### config.mk
export PLATFORM = sky130hd
export DESIGN_NAME = ahob_ctrl
export DESIGN_NICKNAME = d
export VERILOG_FILES = /design/src/ahob_pkg.sv /design/src/ahob_ctrl.sv
export SDC_FILE = /design/constraint.sdc
export NUM_CORES = 1
export LEC_CHECK = 0
export BUFFER_PORTS_ARGS = -buffer_cell sky130_fd_sc_hd__buf_4
export CAP_MARGIN = 20
export CORE_AREA = 2 2 39 41
export CTS_BUF_LIST = sky130_fd_sc_hd__clkbuf_16
export DETAILED_ROUTE_END_ITERATION = 10
export DIE_AREA = 0 0 41 43
export GPL_ROUTABILITY_DRIVEN = 1
export MAX_ROUTING_LAYER = met4
export SLEW_MARGIN = 20
export SYNTH_ARGS = -nofsm -noshare
export SYNTH_HDL_FRONTEND = slang
export SYNTH_SLANG_ARGS = --single-unit
export TNS_END_PERCENT = 20
### constraint.sdc
create_clock -name clk_i -period 1.9 [get_ports clk_i]
set_input_delay 0.57 -clock clk_i [delete_from_list [all_inputs] [get_ports clk_i]]
set_output_delay 0.57 -clock clk_i [all_outputs]
set_load 0.05 [all_outputs]
### src/ahob_pkg.sv
// Shared constants, types and sine table builder for the harmonic oscillator bank.
// No dependencies; every other file refers to this package by scoped names.
`timescale 1ns / 1ps

package ahob_pkg;

  localparam int NOTES        = 64;
  localparam int HARMONICS    = 16;
  localparam int SINE_ENTRIES = 1024;

  // Field widths of the request and result items
  localparam int REQ_W    = 2;
  localparam int NOTE_W   = 6;
  localparam int HARM_W   = 4;
  localparam int ENV_W    = 16;
  localparam int WORD_W   = 32;
  localparam int SAMPLE_W = 32;
  localparam int GAIN_W   = 24;
  localparam int PHASE_W  = 32;

  localparam int NIDX_W = (NOTES > 1) ? $clog2(NOTES) : 1;
  localparam int HIDX_W = (HARMONICS > 1) ? $clog2(HARMONICS) : 1;
  localparam int SLOTS  = NOTES * HARMONICS;
  localparam int SLOT_W = (SLOTS > 1) ? $clog2(SLOTS) : 1;
  localparam int ROM_W  = $clog2(SINE_ENTRIES);
  localparam int QTR    = SINE_ENTRIES / 4;
  localparam int QTR_W  = ROM_W - 2;

  localparam logic [63:0] Q31_ONE     = 64'd2147483648;
  localparam logic [63:0] HALF_PI_Q31 = 64'd3373259426;
  localparam logic [63:0] Q31_MAX     = 64'd2147483647;
  localparam logic [63:0] RND31       = 64'd1 << 30;

  typedef enum logic [REQ_W-1:0] {
    REQ_ADVANCE = 2'd0,
    REQ_GAIN    = 2'd1,
    REQ_LEVEL   = 2'd2,
    REQ_STEP    = 2'd3
  } req_type_e;

  typedef enum logic [2:0] {
    ST_IDLE,
    ST_DISPATCH,
    ST_VOLUME,
    ST_RUN,
    ST_DRAIN,
    ST_RESULT
  } state_e;

  typedef struct packed {
    logic              capture;
    logic              do_write;
    logic              calc_vol;
    logic              issue;
    logic [HIDX_W-1:0] harm;
    logic              load_out;
  } ctrl_cmd_t;

  typedef struct packed {
    logic is_advance;
    logic note_ok;
    logic pipe_busy;
  } dp_status_t;

  typedef logic [30:0] qsin_tab_t [QTR];

  // One term of the odd series, divided by its fixed coefficient with rounding
  function automatic logic [63:0] series_div(input logic [63:0] v, input int k);
    case (k)
      0:       return (v + 64'd105) / 64'd210;
      1:       return (v + 64'd78) / 64'd156;
      2:       return (v + 64'd55) / 64'd110;
      3:       return (v + 64'd36) / 64'd72;
      4:       return (v + 64'd21) / 64'd42;
      5:       return (v + 64'd10) / 64'd20;
      6:       return (v + 64'd3) / 64'd6;
      default: return v;
    endcase
  endfunction

  // sin(pi/2 * j / QTR) in Q31, clamped to 2^31-1
  function automatic logic [30:0] quarter_sin(input int j);
    logic [63:0] x;
    logic [63:0] x2;
    logic [63:0] t;
    logic [63:0] v;
    x  = (HALF_PI_Q31 * 64'(4 * j) + 64'(SINE_ENTRIES / 2)) / 64'(SINE_ENTRIES);
    x2 = (x * x + RND31) >> 31;
    t  = Q31_ONE;
    for (int k = 0; k < 7; k++) begin
      v = (x2 * t + RND31) >> 31;
      v = series_div(v, k);
      t = (v >= Q31_ONE) ? 64'd0 : Q31_ONE - v;
    end
    v = (x * t + RND31) >> 31;
    if (v > Q31_MAX) begin
      v = Q31_MAX;
    end
    return v[30:0];
  endfunction

  function automatic qsin_tab_t build_qsin();
    qsin_tab_t tab;
    for (int j = 0; j < QTR; j++) begin
      tab[j] = quarter_sin(j);
    end
    return tab;
  endfunction

  localparam qsin_tab_t   QSIN_TAB = build_qsin();
  localparam logic [30:0] QSIN_TOP = quarter_sin(QTR);

endpackage

### src/ahob_ctrl.sv
// Sequencer for the oscillator bank: dispatch, harmonic issue count, drain, result.
// Depends on ahob_pkg; drives the datapath through ctrl_cmd_t only.
`timescale 1ns / 1ps

module ahob_ctrl (
  input  logic                 clk_i,
  input  logic                 rst_ni,
  input  logic                 in_valid_i,
  output logic                 in_ready_o,
  output logic                 out_valid_o,
  input  logic                 out_ready_i,
  output ahob_pkg::ctrl_cmd_t  cmd_o,
  input  ahob_pkg::dp_status_t status_i
);

  localparam logic [ahob_pkg::HIDX_W-1:0] LastHarm =
    ahob_pkg::HIDX_W'(ahob_pkg::HARMONICS - 1);

  ahob_pkg::state_e                state_q, state_d;
  logic [ahob_pkg::HIDX_W-1:0]     h_q, h_d;
  logic                            out_valid_q, out_valid_d;
  logic                            out_free;

  assign out_free    = !out_valid_q || out_ready_i;
  assign out_valid_o = out_valid_q;

  always_comb begin
    state_d = state_q;
    case (state_q)
      ahob_pkg::ST_IDLE: begin
        if (in_valid_i) state_d = ahob_pkg::ST_DISPATCH;
      end
      ahob_pkg::ST_DISPATCH: begin
        if (status_i.is_advance && status_i.note_ok) state_d = ahob_pkg::ST_VOLUME;
        else state_d = ahob_pkg::ST_RESULT;
      end
      ahob_pkg::ST_VOLUME: state_d = ahob_pkg::ST_RUN;
      ahob_pkg::ST_RUN: begin
        if (h_q == LastHarm) state_d = ahob_pkg::ST_DRAIN;
      end
      ahob_pkg::ST_DRAIN: begin
        if (!status_i.pipe_busy) state_d = ahob_pkg::ST_RESULT;
      end
      ahob_pkg::ST_RESULT: begin
        if (out_free) state_d = ahob_pkg::ST_IDLE;
      end
      default: state_d = ahob_pkg::ST_IDLE;
    endcase
  end

  always_comb begin
    cmd_o      = '0;
    cmd_o.harm = h_q;
    in_ready_o = 1'b0;
    h_d        = h_q;
    case (state_q)
      ahob_pkg::ST_IDLE: begin
        in_ready_o    = 1'b1;
        cmd_o.capture = in_valid_i;
      end
      ahob_pkg::ST_DISPATCH: cmd_o.do_write = !status_i.is_advance;
      ahob_pkg::ST_VOLUME: begin
        cmd_o.calc_vol = 1'b1;
        h_d            = '0;
      end
      ahob_pkg::ST_RUN: begin
        cmd_o.issue = 1'b1;
        h_d         = h_q + 1'b1;
      end
      ahob_pkg::ST_RESULT: cmd_o.load_out = out_free;
      default: ;
    endcase
  end

  always_comb begin
    if (cmd_o.load_out) out_valid_d = 1'b1;
    else if (out_ready_i) out_valid_d = 1'b0;
    else out_valid_d = out_valid_q;
  end

  always_ff @(posedge clk_i or negedge rst_ni) begin
    if (!rst_ni) begin
      state_q     <= ahob_pkg::ST_IDLE;
      h_q         <= '0;
      out_valid_q <= 1'b0;
    end else begin
      state_q     <= state_d;
      h_q         <= h_d;
      out_valid_q <= out_valid_d;
    end
  end

endmodule

== After elaboration in Yosys (flattened, before gate mapping) ==
Cells that the tools add are included.
W data, S select, Z words.

* Register bits: 8
* Input bits: 7
* Output and inout bits: 11
* Logic and storage cells: 37

* Add/sub/neg operators: 1
* Equal/unequal tests: 10
* Muxes and demuxes: 15
* Reductions and logical operators: 8

{| class="wikitable"
|+ Operators by type and width
! kind !! count
|-
| $pmux W3 S6 || 1
|-
| $mux W3 || 5
|-
| $mux W1 || 8
|-
| $ne A2 B2 Y1 const B || 4
|-
| $pmux W4 S2 || 1
|-
| $eq A3 B2 Y1 const B || 2
|-
| $eq A3 B3 Y1 const B || 2
|-
| $add A4 B1 Y4 const B || 1
|-
| $eq A4 B4 Y1 const B || 1
|-
| $reduce_and A4 Y1 || 1
|-
| $reduce_bool A2 Y1 || 2
|-
| $eq A3 B1 Y1 const B || 1
|-
| $logic_not A3 Y1 || 1
|-
| $logic_not A1 Y1 || 2
|-
| $logic_and A1 B1 Y1 || 1
|-
| $logic_or A1 B1 Y1 || 1
|}

== Depth between registers and ports, before layout ==
Gate-level depths: netlist (run 1).

* Word-level depth: 4
* Depth in mapped cells: 5
* Depth with buffers taken out: 5

== Worst setup path after synthesis (run 1) ==
OpenSTA, ideal clock, no wires.

* Kind: register to output
* Start point: reg state_q[0]
* End point: out cmd_o[8] in the netlist's numbering
* Data arrival time: 2,256 ps
* Slack: -926 ps
* Cell stages (with the launch flop): 4
* Buffers on the path: 1
* Path through: dfrtp_1 > buf_2 > nor3_1 > and2_1

{| class="wikitable"
|+ RTL lines
! item !! line !! source
|-
| start, declared || ahob_ctrl.sv:19 || <nowiki>ahob_pkg::state_e state_q, state_d;</nowiki>
|-
| start signal, assigned || ahob_ctrl.sv:83 || <nowiki>state_q <= ahob_pkg::ST_IDLE;</nowiki>
|-
| start signal, assigned || ahob_ctrl.sv:87 || <nowiki>state_q <= state_d;</nowiki>
|-
| end, declared || ahob_ctrl.sv:12 || <nowiki>output ahob_pkg::ctrl_cmd_t cmd_o,</nowiki>
|}

==> qor.yml, run 1 <==
relSlewSlack_pct: 80.0
cts-root-buf: "clkbuf_16"
path_cells: "buf_6, nor3_4, and2_4, buf_8"
yosysSeqAreaShare_pct: 39.3
core-area_um2: 1380
num_antenna_cells: 0
required_ps: 1330
synth_edf_count: 0
ios: 18
grt_max_degree: 10
antenna_left: 0
syn-num-nets: 65
p_sw_share_pct: 45.1
cap_violations: 0
hp-class: "primary input to asynchronous set/reset pin"
num_vias: 503
synth_area_um2: 509
gr-usage-all-layers_pct: 17.2
rows: 14
wirelength_um: 1220
yosys_warnings: 0
final_common_cell: "buf_4"
gp_congestion: 0.805
crit_fanout: 4
grt.overflow.total: 0
cpPeakStageDelay_ps: 420
fin_crit_sh_pct: 97.8
synthFlopType: "dfrtp_1"
utilization_pct: 59.8
pwr-share-comb_pct: 62.0
cts_tree: "built"
drtPass1Iterations: 4
internal_power_mw: 1.01
clk_pin_slew_worst_paths_ps: 40
fin_skew_ps: 2.79
p_per_area_nw_per_um2: 2230
status: "finished clean"
clkPwrFrac_pct: 19.3
tightest_slew_ps: 300
nets: 89
p_total_mw: 1.85
clockBufferDepth: 2
hold_viol_final: 0
synth-seq-cells: 8
drive_above_1_share_pct: 50.6
cts_made_buffers: 3
initial_core_util_pct: 36.8
finalMaxSlewViolations: 0
leakagePower_nw: 0.386
final_cell_mix: "buf_4, dfrtp_1, nor2_1"
area_delta_synth_final_pct: 62.4
antenna_found_initial: 0
finalSetupTns_ps: 0
worstPathArrival_ps: 1290
die_x_um: 41
setup.worst_path.end_class: "output port"
vdd_drop_max_uv: 965
cts_sinks: 8
pwr-share-seq_pct: 18.8
dp_hpwl_um: 912
synth.distinct_cells: 28
grt_pass1_wl_um: 1900
htree_num_levels: 1
port_buffers: 17
die_h_um: 43
start_kind: "flip-flop"
period_needed_ps: 1860
clkLatencyLatePin_ps: 230
fmax_mhz: 538
ctsHoldBuffers: 0
viasPerCell: 5.29
dieArea_um2: 1760
p_switching_uw: 832
worst_path_max_delay_cell: "dfrtp_1"
postSynthAreaPerCell_um2: 8.93
criticalPathCategory: "flip-flop to output port"
setup_viol: 0
avgRoutedWirePerCell_um: 12.9
async_flop_share_pct: 100
drc: 0
postSynthCellCount: 57
drtIter0Drc: 10
first_global_vias: 451
==> state kept, by name (all words and copies together) (netlist names) <==
name and count:
state_q 3, h_q 4, out_valid_o 1
==> synthesized netlist by cell type, types with 2 or more instances <==
library cell  instances  area [µm²]
a21oi_1               3        15.0
buf_2                 2        10.0
buf_4                 2        15.0
dfrtp_1               8         200
mux2i_1               2        20.0
nand2_1               4        15.0
nand2b_1              3        18.8
nand3_1               3        15.0
nor2_1                7        26.3
nor2b_1               2        12.5
nor3_1                3        15.0
o21ai_0               2        10.0
==> repair_timing <==
action,4_1_cts,5_1_grt
setup endpoints to repair,3,3
endpoints found under the hold margin,0,0
buffers inserted,0,1
gates resized for setup,8,6
cloned,0,0
==> power groups by stage <==
stage	Sequential (mW)	Clock (mW)	Combinational (mW)
finish	0.346	0.356	1.14
global route	0.361	0.369	1.22
CTS	0.343	0.359	1.10
detailed placement	0.335	0	1.05
global placement	0.333	0	1.05
floorplan	0.464	0	0.641
==> layout make-up <==
cell class,instances,area (µm²)
Tap cell,16,20.0
Multi-Input combinational cell,43,324
Fill cell,132,557
Sequential cell,8,201
Clock buffer,3,75.1
Inverter,1,3.75
Timing Repair Buffer,24,203
==> critical path: cells and delay by family (launching register included) <==
kind | cells | cell delay [ps]
and+or+nand+nor | 2 | 350
buffers and inverters | 2 | 290
DFF | 1 | 420
==> cells by family after synthesis <==
family	after synthesis	share of synthesized area, %
simple gates	27	27.0
compound gates	11	15.7
flops	8	39.3
buf+inv	6	6.39
mux	4	9.09
fa+ha+maj	1	2.46
==> metal layers <==
layer | GRT usage (%) | share of wire (%)
met1 | 19.7 | 40
met2 | 24.7 | 51
met3 | 7.85 | 7.4
met4 | 8.00 | 1.1
met5 | - | 0
==> final timing paths <==
check / startpoint / end / slack (ps) / cells after the start
min in group clk_i: state_q[2] / state_q[1] / 550 / 1
max in group asynchronous: rst_ni / state_q[2] / 1610 / 1
worst max-delay path: state_q[0] / cmd_o[8] / 40 / 4
worst min register to register: state_q[2] / state_q[1] / 550 / 1
worst max register to register: state_q[0] / state_q[2] / 290 / 6
worst min-delay path: rst_ni / state_q[0] / 150 / 1
==> stage by stage <==
| step | std cells | setup WS [ps] | instance area (µm²) | hold slack, ps |
|---|---|---|---|---|
| 2_1_floorplan | 57 | -132 | 537 | 274 |
| 3_3_place_gp | 91 | 135 | 701 | 395 |
| 3_5_place_dp | 91 | 152 | 701 | 394 |
| 4_1_cts | 94 | -10.2 | 802 | 151 |
| 5_1_grt | 95 | -2.33 | 827 | 154 |
| 6_report | 95 | 41.0 | 827 | 147 |
Note: power is estimated with default switching activity, not from simulation.
==> run 2: changes to the inputs <==
- SKIP_CTS_REPAIR_TIMING: not set -> 1
- clock period: 1.9 -> 1.8 ns (I/O delays scaled with it)
==> run 2 against run 1 <==
The run now ends with setup timing left. Flip-flop and latch count unchanged. Clock-buffer cell count unchanged. Final cell count stayed put. Worst setup slack worse by 72 ps. Sequential power is 4% higher. Die area did not move. Routed wire length fell by 4.7%. Non-clock buffer count stayed put. Critical path type unchanged. Critical endpoint unchanged. Highest routed layer unchanged.
==> qor.yml, run 2 (same netlist as run 1, synthesis figures left out) <==
ios: 18
leakagePower_nw: 0.386
viasPerCell: 5.15
hold_viol_final: 0
crit_fanout: 5
worst_path_max_delay_cell: "dfrtp_2"
dpl.cell_count: 91
gp_congestion: 0.781
worstPathArrival_ps: 1290
drtIter0Drc: 3
fmax_mhz: 546
fin_crit_sh_pct: 102
clk_pin_slew_worst_paths_ps: 40
avgRoutedWirePerCell_um: 12.3
grt_setup_unrepaired: "true"
die_x_um: 41
cpPeakStageDelay_ps: 430
drive_above_1_share_pct: 49.4
status: "finished, violations left"
wirelength_um: 1170
gr-usage-all-layers_pct: 16.1
final_common_cell: "buf_4"
antenna_left: 0
nets: 89
setup.worst_path.end_class: "output port"
tightest_slew_ps: 304
area_delta_synth_final_pct: 65.1
rows: 14
grt.overflow.total: 0
drc: 0
final_cell_mix: "buf_4, dfrtp_1, buf_6"
cts_made_buffers: 3
finalMaxSlewViolations: 0
vdd_drop_max_uv: 1110
layout_setup_ws_ps: -31.4
p_per_area_nw_per_um2: 2330
cp_num_buf_inv: 2
num_antenna_cells: 0
port_buffers: 17
p_total_mw: 1.96
cts_tree: "built"
period_needed_ps: 1830
die_h_um: 43
cts_sinks: 8
fin_skew_ps: 2.46
crit_family: "flip-flops"
num_vias: 489
initial_core_util_pct: 36.8
first_global_vias: 421
setup_viol: 4
start_kind: "flip-flop"
antenna_found_initial: 0
dieArea_um2: 1760
clockBufferDepth: 2
htree_num_levels: 1
relSlewSlack_pct: 79.5
fin_cells: 95
required_ps: 1260
failed_checks: "setup timing"
whs_ps: 119
largest_reg_flops: 4
cts-root-buf: "clkbuf_16"
cap_violations: 0
hp-class: "primary input to asynchronous set/reset pin"
drtPass1Iterations: 4
dp_hpwl_um: 843
path_cells: "buf_6, nor3_4, and2_4, buf_8"
max_flop_register: "h_q"
core-area_um2: 1380
criticalPathCategory: "flip-flop to output port"
clkLatencyLatePin_ps: 230
grt_max_degree: 11
grt_pass1_wl_um: 1820
[run 2: final cells by class]
cell class / count / area (µm²)
Inverter: 1 / 3.75
Sequential cell: 8 / 201
Fill cell: 105 / 543
Timing Repair Buffer: 24 / 210
Clock buffer: 3 / 75.1
Tap cell: 16 / 20.0
Multi-Input combinational cell: 43 / 330
[run 2: final timing paths]
| path | startpoint | slack (ps) | end | cells after the start |
|---|---|---|---|---|
| max in group asynchronous | rst_ni | 1540 | state_q[0] | 1 |
| setup / recovery | state_q[0] | -30 | cmd_o[8] | 4 |
| hold reg to reg | h_q[1] | 520 | h_q[1] | 2 |
| setup reg to reg | h_q[0] | 270 | state_q[2] | 5 |
| min in group clk_i | h_q[1] | 520 | h_q[1] | 2 |
| hold / removal | rst_ni | 120 | h_q[3] | 1 |
[run 2: power by group]
| group | switching (mW) | internal (mW) | leakage, nW |
|---|---|---|---|
| sequential | 0.0933 | 0.267 | 0.0928 |
| combinational | 0.707 | 0.519 | 0.256 |
| clock | 0.0858 | 0.286 | 0.0370 |
| total | 0.886 | 1.07 | 0.386 |
[run 2: per-stage QoR]
stage / setup TNS (ps) / utilization [%] / worst slack [ps] / cell area (µm²)
finish: -62.1 / 60.8 / -31.4 / 841
global route: -297 / 60.8 / -73.6 / 841
CTS: -299 / 56.1 / -102 / 776
detailed placement: 0 / 50.6 / 159 / 701
global placement: 0 / 50.6 / 152 / 701
floorplan: -567 / - / -202 / 537
[run 2: worst reg2reg max path, cell delays in order, from the launching register on]
cell and delay [ps]:
dfrtp_1 390, ha_1 200, nand3_1 140, a32oi_2 260
o31ai_1 120, mux2_4 300
[run 2: per-layer routing]
| layer | up-vias | wire length, µm | global-route usage, % |
|---|---|---|---|
| li1 | 242 | - | - |
| met1 | 227 | 502 | 20.0 |
| met3 | 4 | 65 | 4.71 |
| met2 | 16 | 560 | 20.9 |
| met5 | - | 0 | - |
| met4 | 0 | 38 | 12.7 |
